File: src/hw/rtl/yenc_pkg.sv
// Package: opcodes, result kinds, decode phases and the CRC-32 byte step for the yEnc decoder.
package yenc_pkg;

	localparam int COUNT_BITS = 24;

	localparam logic [31:0] CRC_ONES = 32'hFFFF_FFFF;
	localparam logic [31:0] CRC_POLY = 32'hEDB8_8320;
	localparam logic [7:0]  ESC_CHAR = 8'h3D;
	localparam logic [7:0]  OFS_PLAIN = 8'd42;
	localparam logic [7:0]  OFS_ESC = 8'd106;
	localparam logic [15:0] ERR_MAX = 16'hFFFF;

	typedef enum logic [2:0] {
		OP_DATA       = 3'd0,
		OP_FILE_BEGIN = 3'd1,
		OP_PART_BEGIN = 3'd2,
		OP_PART_END   = 3'd3,
		OP_RESTART    = 3'd4
	} op_t;

	typedef enum logic [1:0] {
		KIND_BYTE  = 2'd0,
		KIND_BEGIN = 2'd1,
		KIND_END   = 2'd2
	} kind_t;

	typedef enum logic [1:0] {
		PH_IDLE   = 2'd0,
		PH_WAIT   = 2'd1,
		PH_DECODE = 2'd2
	} phase_t;

	localparam logic [1:0] ADDR_PARTIAL = 2'd0;

	function automatic logic [31:0] crc_byte(input logic [31:0] crc, input logic [7:0] b);
		logic [31:0] c;
		c = crc ^ {24'd0, b};
		for (int i = 0; i < 8; i++) begin
			c = c[0] ? ((c >> 1) ^ CRC_POLY) : (c >> 1);
		end
		return c;
	endfunction

endpackage

File: src/hw/rtl/yenc_decoder_with_crc_check.sv
// Top level: yEnc byte decoder with file and part CRC-32, offset and size checks.
// Latency: a result is visible in the cycle after its input transfer.
// Throughput: one input item per cycle; the decode and CRC byte step sit in one stage.
// The input is held off only while a result waits and out_ready is low.
// Reset: arst_n async clears all but result data regs; CRCs all ones, counters zero.
module yenc_decoder_with_crc_check import yenc_pkg::*; (
	input  logic        clk,
	input  logic        arst_n,
	input  logic        psel,
	input  logic        penable,
	input  logic        pwrite,
	input  logic [1:0]  paddr,
	input  logic [31:0] pwdata,
	output logic [31:0] prdata,
	output logic        pready,
	input  logic        in_valid,
	output logic        in_ready,
	input  logic [2:0]  op,
	input  logic [7:0]  data_byte,
	input  logic        multipart,
	input  logic [31:0] begin_offset,
	input  logic        file_crc_given,
	input  logic [31:0] file_crc_expected,
	input  logic        part_crc_given,
	input  logic [31:0] part_crc_expected,
	input  logic        size_given,
	input  logic [23:0] part_size_expected,
	output logic        out_valid,
	input  logic        out_ready,
	output logic [1:0]  kind,
	output logic [7:0]  decoded_byte,
	output logic        file_crc_bad,
	output logic        part_crc_bad,
	output logic        size_bad,
	output logic        position_bad,
	output logic        seek_request,
	output logic [31:0] seek_position,
	output logic [15:0] error_count
);

	logic                  partial_mode_q;
	logic [31:0]           file_crc_q, part_crc_q, file_crc_start_q, file_pos_q;
	logic [COUNT_BITS-1:0] byte_cnt_q;
	phase_t                phase_q;
	logic                  esc_q;
	logic [15:0]           errors_q;

	logic [31:0]           file_crc_d, part_crc_d, file_crc_start_d, file_pos_d;
	logic [COUNT_BITS-1:0] byte_cnt_d;
	phase_t                phase_d;
	logic                  esc_d;
	logic [15:0]           errors_d;

	logic        res_fire;
	kind_t       res_kind;
	logic [7:0]  res_byte;
	logic        res_fbad, res_pbad, res_sbad, res_posbad, res_seek;
	logic [31:0] res_seek_pos;

	logic        in_xfer;
	logic [7:0]  dec_byte;
	logic [31:0] want_pos;
	logic [1:0]  n_err;
	logic [17:0] err_sum;
	logic        fbad, pbad, sbad;

	logic        valid_q;
	kind_t       kind_q;
	logic [7:0]  byte_q;
	logic        fbad_q, pbad_q, sbad_q, posbad_q, seek_q;
	logic [31:0] seek_pos_q;
	logic [15:0] errcnt_q;

	assign pready = 1'b1;
	assign prdata = {31'd0, partial_mode_q};

	always_ff @(posedge clk or negedge arst_n) begin
		if (!arst_n) begin
			partial_mode_q <= 1'b0;
		end else if (psel && penable && pwrite && paddr == ADDR_PARTIAL) begin
			partial_mode_q <= pwdata[0];
		end
	end

	assign in_ready = !valid_q || out_ready;
	assign in_xfer  = in_valid && in_ready;

	assign dec_byte = data_byte - (esc_q ? OFS_ESC : OFS_PLAIN);
	assign want_pos = begin_offset - 32'd1;
	assign fbad = file_crc_given && !partial_mode_q
		&& ((file_crc_q ^ CRC_ONES) != file_crc_expected);
	assign pbad = part_crc_given && ((part_crc_q ^ CRC_ONES) != part_crc_expected);
	assign sbad = size_given && (32'(part_size_expected) != 32'(byte_cnt_q));

	always_comb begin
		file_crc_d       = file_crc_q;
		part_crc_d       = part_crc_q;
		file_crc_start_d = file_crc_start_q;
		file_pos_d       = file_pos_q;
		byte_cnt_d       = byte_cnt_q;
		phase_d          = phase_q;
		esc_d            = 1'b0;
		n_err            = 2'd0;
		res_fire         = 1'b0;
		res_kind         = KIND_BYTE;
		res_byte         = 8'd0;
		res_fbad         = 1'b0;
		res_pbad         = 1'b0;
		res_sbad         = 1'b0;
		res_posbad       = 1'b0;
		res_seek         = 1'b0;
		res_seek_pos     = 32'd0;
		unique case (op_t'(op))
			OP_DATA: begin
				if (phase_q == PH_DECODE) begin
					if (!esc_q && data_byte == ESC_CHAR) begin
						esc_d = 1'b1;
					end else begin
						file_crc_d = crc_byte(file_crc_q, dec_byte);
						part_crc_d = crc_byte(part_crc_q, dec_byte);
						byte_cnt_d = byte_cnt_q + COUNT_BITS'(1);
						res_fire   = 1'b1;
						res_byte   = dec_byte;
					end
				end
			end
			OP_FILE_BEGIN: begin
				phase_d = multipart ? PH_WAIT : PH_DECODE;
			end
			OP_PART_BEGIN: begin
				res_fire         = 1'b1;
				res_kind         = KIND_BEGIN;
				part_crc_d       = CRC_ONES;
				file_crc_start_d = file_crc_q;
				if (want_pos != file_pos_q) begin
					if (partial_mode_q) begin
						file_pos_d   = want_pos;
						res_seek     = 1'b1;
						res_seek_pos = want_pos;
					end else begin
						res_posbad = 1'b1;
						n_err      = 2'd1;
					end
				end
				phase_d = PH_DECODE;
			end
			OP_PART_END: begin
				res_fire   = 1'b1;
				res_kind   = KIND_END;
				res_fbad   = fbad;
				res_pbad   = pbad;
				res_sbad   = sbad;
				n_err      = 2'(fbad) + 2'(pbad) + 2'(sbad);
				file_pos_d = file_pos_q + 32'(byte_cnt_q);
				byte_cnt_d = '0;
				phase_d    = PH_IDLE;
			end
			OP_RESTART: begin
				res_fire     = 1'b1;
				res_kind     = KIND_END;
				part_crc_d   = CRC_ONES;
				file_crc_d   = file_crc_start_q;
				byte_cnt_d   = '0;
				phase_d      = PH_DECODE;
				res_seek     = 1'b1;
				res_seek_pos = file_pos_q;
			end
			default: begin
				esc_d = esc_q;
			end
		endcase
		err_sum  = 18'(errors_q) + 18'(n_err);
		errors_d = (err_sum > 18'(ERR_MAX)) ? ERR_MAX : err_sum[15:0];
	end

	always_ff @(posedge clk or negedge arst_n) begin
		if (!arst_n) begin
			file_crc_q       <= CRC_ONES;
			part_crc_q       <= CRC_ONES;
			file_crc_start_q <= CRC_ONES;
			file_pos_q       <= '0;
			byte_cnt_q       <= '0;
			phase_q          <= PH_IDLE;
			esc_q            <= 1'b0;
			errors_q         <= '0;
		end else if (in_xfer) begin
			file_crc_q       <= file_crc_d;
			part_crc_q       <= part_crc_d;
			file_crc_start_q <= file_crc_start_d;
			file_pos_q       <= file_pos_d;
			byte_cnt_q       <= byte_cnt_d;
			phase_q          <= phase_d;
			esc_q            <= esc_d;
			errors_q         <= errors_d;
		end
	end

	always_ff @(posedge clk or negedge arst_n) begin
		if (!arst_n) begin
			valid_q <= 1'b0;
		end else if (in_ready) begin
			valid_q <= in_valid && res_fire;
		end
	end

	always_ff @(posedge clk) begin
		if (in_xfer && res_fire) begin
			kind_q     <= res_kind;
			byte_q     <= res_byte;
			fbad_q     <= res_fbad;
			pbad_q     <= res_pbad;
			sbad_q     <= res_sbad;
			posbad_q   <= res_posbad;
			seek_q     <= res_seek;
			seek_pos_q <= res_seek_pos;
			errcnt_q   <= errors_d;
		end
	end

	assign out_valid     = valid_q;
	assign kind          = kind_q;
	assign decoded_byte  = byte_q;
	assign file_crc_bad  = fbad_q;
	assign part_crc_bad  = pbad_q;
	assign size_bad      = sbad_q;
	assign position_bad  = posbad_q;
	assign seek_request  = seek_q;
	assign seek_position = seek_pos_q;
	assign error_count   = errcnt_q;

endmodule

File: config.mk
export PLATFORM = sky130hd
export DESIGN_NAME = yenc_decoder_with_crc_check
export DESIGN_NICKNAME = d
export VERILOG_FILES = /design/src/hw/rtl/yenc_pkg.sv /design/src/hw/rtl/yenc_decoder_with_crc_check.sv
export SDC_FILE = /design/constraint.sdc
export NUM_CORES = 1
export LEC_CHECK = 0
export BUFFER_PORTS_ARGS = -buffer_cell sky130_fd_sc_hd__buf_2
export CORE_MARGIN = 2
export CORE_UTILIZATION = 58
export CTS_BUF_LIST = sky130_fd_sc_hd__clkbuf_8 sky130_fd_sc_hd__clkbuf_16
export CTS_CLUSTER_SIZE = 40
export DETAILED_ROUTE_END_ITERATION = 6
export PLACE_DENSITY = 0.94
export SLEW_MARGIN = 10
export SYNTH_ARGS = -nofsm -noshare
export SYNTH_HDL_FRONTEND = slang
export SYNTH_SLANG_ARGS = --single-unit
File: constraint.sdc
create_clock -name clk -period 5.1 [get_ports clk]
set_input_delay 0.51 -clock clk [delete_from_list [all_inputs] [get_ports clk]]
set_output_delay 0.51 -clock clk [all_outputs]
set_load 0.03 [all_outputs]
==> results of run 1 <==
power groups by stage:
stage	clock network [uW]	logic, uW	registers, uW
finish	1820	5220	3470
global route	1900	5590	3510
CTS	1820	5090	3420
detailed placement	0	4940	3440
global placement	0	4680	3390
floorplan	0	3860	3220
logic make-up after synthesis:
kind of cell / count (synthesis) / synth area share (%)
compound gates: 369 / 13.7
xor+xnor: 327 / 18.0
fa+ha+maj: 33 / 2.60
buf+inv: 156 / 4.50
flops: 236 / 37.9
mux: 70 / 4.68
other cells: 2 / 0.0448
simple gates: 607 / 18.6
path summary, 6_finish.rpt:
check                                      from              endpoint  slack (ns)  cells past startpoint
max                             begin_offset[1]       error_count[15]        0.24                     20
min                                   pwdata[0]        partial_mode_q        0.20                      2
max reg2reg                       part_crc_q[3]          errors_q[10]        0.54                     16
min reg2reg                file_crc_start_q[24]  file_crc_start_q[24]        0.51                      2
max in group asynchronous                arst_n         file_pos_q[8]        3.29                      4
min in group asynchronous                arst_n           errors_q[5]        0.43                      2
worst max-delay path: cells and delay by family:
| family | cells | cell delay (ns) |
|---|---|---|
| mux | 2 | 0.43 |
| simple gates | 11 | 2.82 |
| buf+inv | 3 | 0.44 |
| compound gates | 2 | 0.32 |
| fa+ha+maj | 2 | 0.65 |
metal layers:
layer / part of all wire (%) / vias to the layer above
met4: 5.7 / 4
li1: - / 6905
met1: 37 / 7582
met2: 47 / 1158
met5: 0.055 / -
met3: 9.9 / 262
cell type report:
type | instances | area [sq um] | area share, %
Antenna cell | 7 | 17.5 | 0.0894
Sequential cell | 236 | 6340 | 32.4
Clock buffer | 28 | 678 | 3.46
Timing Repair Buffer | 333 | 2020 | 10.3
Clock inverter | 19 | 131 | 0.671
Tap cell | 384 | 480 | 2.45
Inverter | 32 | 120 | 0.613
Multi-Input combinational cell | 1438 | 9800 | 50.0
what timing repair did:
action	CTS	global route
hold buffers	0	1
gates resized for setup	0	1
setup buffers	0	1
hold endpoints to repair	0	22
setup endpoints to repair	0	26
per-stage QoR:
stage	hold WS [ns]	area (sq um)	total power (uW)	instances	util [%]
after floorplan	0.214	16900	7070	1830	-
after detailed placement	0.501	18700	8380	2420	65.5
after global routing	0.205	19600	11000	2474	68.6
after CTS	0.202	19500	10300	2467	68.4
after global placement	0.470	18700	8070	2420	65.5
final	0.202	19600	10500	2477	68.6
cell usage in the layout (no fill, tap or decap), types with 14 or more instances in the layout:
cell	n
dfstp_2	96
xnor2_1	164
ha_1	30
buf_4	120
nand4_1	45
a21oi_1	77
mux2_2	54
xor2_1	152
a31oi_1	18
and3_1	20
o22ai_1	33
nand3_1	32
inv_1	37
or3_1	15
nor4_1	27
dfrtp_1	77
nor3_1	43
conb_1	32
nor2b_1	14
clkbuf_16	26
nand2b_1	21
nand2_1	182
nor2_1	136
o21ai_0	124
edfxtp_1	63
a21o_1	14
buf_2	209
registers in the layout (all words and copies together) (netlist names), 8 cells and up:
name and flops:
byte_cnt_q 24, decoded_byte 8, error_count 16, errors_q 16, file_crc_q 32, file_crc_start_q 32, file_pos_q 32, part_crc_q 32
seek_position 32
==> run summary, run 1 <==
run status = finished, violations left
violated checks = design-rule violations
switching share of power = 42.4%
Yosys top cell area share = 15.1%
Worst path slowest cell = or4_1
minimum clock period = 4.86 ns
Worst Setup End Kind = flip-flop
worst clock skew = 0.0293 ns
I/O Buffers = 210
Initial Util = 58.7%
max_cap viols = 0
leading area contributor after synthesis = dfstp_2
RSZ-0062 raised after global routing = false
wire per inst = 21.9 um
FMAX = 206 MHz
Max Root-Sink Buffers = 3
CP cell instances = buf_2 > or4_1 > nor3_4 > a311oi_1 > nor4b_1 > mux2i_1 > or4_1 > nor4_1 > buf_4 > nand2b_1 > o21ai_0 > ha_1 > fa_1 > nand3_1 > nor2_1 > and3_1 > nand2_1 > buf_4 > nand2_1 > mux2_2
Die Area = 0.0302 sq mm
critical path fanouts, max = 4
initial detailed-routing violation count = 1965
met3 Use GR = 5.80%
pin count of the biggest net entering global routing = 129
EDFF count, synth = 63
Post-synth top cells = nand2_1 (182), xnor2_1 (164), xor2_1 (152)
Die Ht = 174 um
worst path required time = 5.40 ns
die width = 174 um
Clock transition at path regs = 0.06 ns
Pins Over Slew Limit = 0
HPWL after detailed placement = 39.5 mm
Area contributors post-synth = dfstp_2 (15%), dfrtp_1 (12%), edfxtp_1 (11%)
Netlist cell types = 79
# fillers = 2062
Row Count = 62
CTS tree = built
GRT met2 Usage = 58.3%
io pins = 274
Critical Path AT = 5.16 ns
grt peak-use layer = met2
Mapped Area = 0.0167 sq mm
Yosys Warn Count = 0
worst skew pair latency = 0.55 ns
first-pass GRT wire length = 83.9 mm
drt total wl = 54.3 mm
vias = 15911
sequential fraction of the synthesis area = 37.9%
Hold WC Path Type = in2reg
Flop pwr share = 33.0%
Hold Vio Cnt, Final = 0
Worst path max stage delay = 0.65 ns
Setup CP Type = in2reg
Post-Syn Instances = 1800
Num CTS Buffers = 26
core area = 0.0285 sq mm
most frequent cell after synthesis = nand2_1
ys async rst share = 73.3%
combinational share of power = 49.7%
final setup fails = 0
DR pass1 iterations = 7
via/cell ratio = 6.42
Least-Margin Pin Slew = 1.04 ns
antenna violations before repair = 8
# nets final = 2276
final worst-path cycle share = 95.3%
prevailing post-synth register cell = dfstp_2
syn avg cell area = 9.30 sq um
area growth from synthesis to layout = 17.0%
Setup TNS = 0 ns
Int Pwr = 6050 uW
CTS Root Cell = clkbuf_16
crit start category = input pin
grt total ovfl = 0
Placer Congestion = 0.944
vias in the first global route = 15517
worst vdd ir = 0.393 mV
setup ws final = 0.241 ns
PD cells = 536 mW/mm^2
Pleak = 0.00810 uW
total global-route track usage = 34.9%
ANT nets after route = 0
met1 Use GR = 43.9%
sw power = 4450 uW
H-tree levels = 1
Yosys reg bits = 236
layout cell share with drive strength beyond 1 = 26.5%
clk sinks = 236
pre-CTS setup slack = -0.343 ns
clock share of power = 17.3%
DRC violations left = 2
Worst slew margin = 30.8%
No activity file was read; power rests on OpenSTA's default activity.
==> run 2: changes to the inputs <==
- GPL_TIMING_DRIVEN: not set -> 0
- HOLD_SLACK_MARGIN: not set -> 0.06
==> run 2 against run 1 <==
Against the previous run:
- count of clock-buffer cells in the layout is 6 higher
- the flow now finishes without violations
- register-to-register slack worse by 0.42 ns
- largest cell class unchanged
- clock skew is 0.0013 ns lower
- via count is 0.94% higher
- worst setup slack worse by 0.17 ns
- largest power group unchanged
- final cell count is 0.16% lower
==> run summary, run 2 (synthesized netlist as in run 1, its figures left out) <==
Hold WC Path Type = in2reg (unchanged)
first-pass GRT wire length = 86.0 mm (was 83.9 mm)
Clock transition at path regs = 0.06 ns (about the same)
most frequent cells in the layout = buf_2 (205), nand2_1 (182), xnor2_1 (163) (was buf_2 (209), nand2_1 (182), xnor2_1 (164))
minimum clock period = 5.03 ns (was 4.86 ns)
clk sinks = 236 (unchanged)
Placed Area = 0.0184 sq mm (was 0.0187 sq mm)
run status = complete, no violations (was finished, violations left)
die width = 174 um (unchanged)
final setup fails = 0 (unchanged)
final worst-path cycle share = 98.6% (was 95.3%)
Hold Vio Cnt, Final = 0 (unchanged)
worst skew pair latency = 0.57 ns (was 0.55 ns)
total global-route track usage = 36.0% (was 34.9%)
WP buf/inv = 4 (was 3)
clock share of power = 19.3% (was 17.3%)
HPWL after detailed placement = 41.3 mm (was 39.5 mm)
core area = 0.0285 sq mm (unchanged)
commonest non-fill, non-tap cell in the layout = buf_2 (unchanged)
FMAX = 199 MHz (was 206 MHz)
layout cell share with drive strength beyond 1 = 24.5% (was 26.5%)
Num CTS Buffers = 27 (was 26)
Setup CP Type = in2reg (unchanged)
CP cell instances = buf_2 > buf_2 > nor3_4 > clkbuf_4 > nand4_1 > nor3_1 > o221ai_1 > or4_1 > nor4_4 > nand2b_4 > o21ai_0 > ha_1 > fa_2 > nand3_2 > nor2_1 > and3_1 > nand2_1 > or3_4 > clkbuf_4 > nand2_1 (was buf_2 > or4_1 > nor3_4 > a311oi_1 > nor4b_1 > mux2i_1 > or4_1 > nor4_1 > buf_4 > nand2b_1 > o21ai_0 > ha_1 > fa_1 > nand3_1 > nor2_1 > and3_1 > nand2_1 > buf_4 > nand2_1 > mux2_2)
Max Root-Sink Buffers = 3 (unchanged)
Placer Congestion = 0.947 (was 0.944)
H-tree levels = 1 (unchanged)
io pins = 274 (unchanged)
Int Pwr = 6230 uW (was 6050 uW)
Row Count = 62 (unchanged)
Finished Core Util = 68.9% (was 68.6%)
Initial Util = 58.7% (unchanged)
Worst path slowest cell = nor3_1 (was or4_1)
Pins Over Slew Limit = 0 (unchanged)
CP startpoint = begin_offset[6] (was begin_offset[1])
Die Ht = 174 um (unchanged)
via/cell ratio = 6.49 (was 6.42)
sw power = 4370 uW (was 4450 uW)
max_cap viols = 0 (unchanged)
grt total ovfl = 0 (unchanged)
Worst Setup End Kind = flip-flop (unchanged)
Die Area = 0.0302 sq mm (unchanged)
drt total wl = 56.3 mm (was 54.3 mm)
pre-CTS setup slack = -1.45 ns (was -0.343 ns)
Worst path max stage delay = 0.55 ns (was 0.65 ns)
area growth from synthesis to layout = 17.5% (was 17.0%)
worst vdd ir = 0.491 mV (was 0.393 mV)
vias = 16060 (was 15911)
# nets final = 2273 (was 2276)
DR pass1 iterations = 6 (was 7)
crit start category = input pin (unchanged)
PD cells = 539 mW/mm^2 (was 536 mW/mm^2)
initial detailed-routing violation count = 1959 (was 1965)
combinational share of power = 48.3% (was 49.7%)
Least-Margin Pin Slew = 1.14 ns (was 1.04 ns)
DRC violations left = 0 (was 2)
critical path fanouts, max = 10 (was 4)
switching share of power = 41.2% (was 42.4%)
CTS Root Cell = clkbuf_16 (unchanged)
antenna violations before repair = 4 (was 8)
pin count of the biggest net entering global routing = 111 (was 129)
Pleak = 0.00802 uW (was 0.00810 uW)
setup ws final = 0.0727 ns (was 0.241 ns)
Worst slew margin = 23.6% (was 30.8%)
I/O Buffers = 192 (was 210)
Top delay family on crit path = simple AND/OR/NAND/NOR gates (unchanged)
min-delay src = pwdata[0] (unchanged)
worst clock skew = 0.0280 ns (was 0.0293 ns)
Min Hold Slack = 0.186 ns (was 0.202 ns)
worst path required time = 5.41 ns (was 5.40 ns)
# fillers = 2052 (was 2062)
Design Area, Final = 0.0197 sq mm (was 0.0196 sq mm)
Flop pwr share = 32.3% (was 33.0%)
Critical Path AT = 5.34 ns (was 5.16 ns)
ANT nets after route = 0 (unchanged)
wire per inst = 22.8 um (was 21.9 um)
vias in the first global route = 15781 (was 15517)
R2R Path Start = file_pos_q[4] (was part_crc_q[3])
CTS tree = built (unchanged)
## run 2: cell type report
cell class / count / area (sq um) / share of cell area (%)
diodes: 4 / 10.0 / 0.0509
plain buffers: 123 / 643 / 3.27
clock buffers: 34 / 806 / 4.09
clock inverters: 16 / 134 / 0.680
inverters: 32 / 120 / 0.610
multi-input cells: 1438 / 9990 / 50.8
flip-flops and latches: 236 / 6340 / 32.2
well taps: 384 / 480 / 2.44
repair buffers: 206 / 1150 / 5.85
## run 2: worst reg2reg max path, cell delays in order (launching register included)
cell	delay, ns
dfrtp_1	0.36
clkbuf_1	0.33
xor2_1	0.12
nor4_1	0.79
o22ai_1	0.25
nor4bb_1	0.35
o2111ai_1	0.22
nor4_4	0.35
nand2b_4	0.22
o21ai_0	0.08
ha_1	0.24
fa_2	0.39
nand3_2	0.11
nor2_1	0.07
and3_1	0.21
nand2_1	0.14
or3_4	0.19
clkbuf_4	0.22
nand2_1	0.09
## run 2: power by group through the flow
| stage | logic (uW) | registers (uW) | clock network (uW) |
|---|---|---|---|
| 2_1_floorplan | 3860 | 3220 | 0 |
| 3_3_place_gp | 4700 | 3360 | 0 |
| 3_5_place_dp | 4920 | 3400 | 0 |
| 4_1_cts | 5010 | 3370 | 2040 |
| 5_1_grt | 5500 | 3460 | 2120 |
| 6_report | 5120 | 3430 | 2050 |
## run 2: per-stage QoR
| step | TNS (ns) | power (uW) | instances |
|---|---|---|---|
| final | 0 | 10600 | 2473 |
| after floorplan | -0.453 | 7070 | 1830 |
| after global placement | -183.03 | 8060 | 2406 |
| after detailed placement | -46.53 | 8320 | 2410 |
| after CTS | 0 | 10400 | 2461 |
| after global routing | -0.00217 | 11100 | 2471 |
## run 2: metal layers
metal,up-vias,part of all wire [%],track usage [%],routed length [um]
met5,-,0.023,0,13
met4,2,6.8,21.5,3840
met3,320,10,8.25,5900
met2,1186,46,59.8,26200
met1,7635,36,42.9,20400
li1,6917,-,-,-
## run 2: worst paths after layout
kind,to,slack (ns),cells past startpoint
worst max-delay path,error_count[2],0.07,20
worst min-delay path,partial_mode_q,0.19,2
worst max register to register,error_count[2],0.12,18
worst min register to register,file_crc_start_q[24],0.49,2
max in group asynchronous,file_crc_q[26],3.66,3
min in group asynchronous,out_valid,0.50,2
## run 2: timing repair
item / CTS / global route
setup buffers: 1 / 8
hold endpoints to repair: 22 / 0
pin swaps: 5 / 13
hold buffers: 1 / 0
setup endpoints to repair: 32 / 28
gates resized for setup: 23 / 22
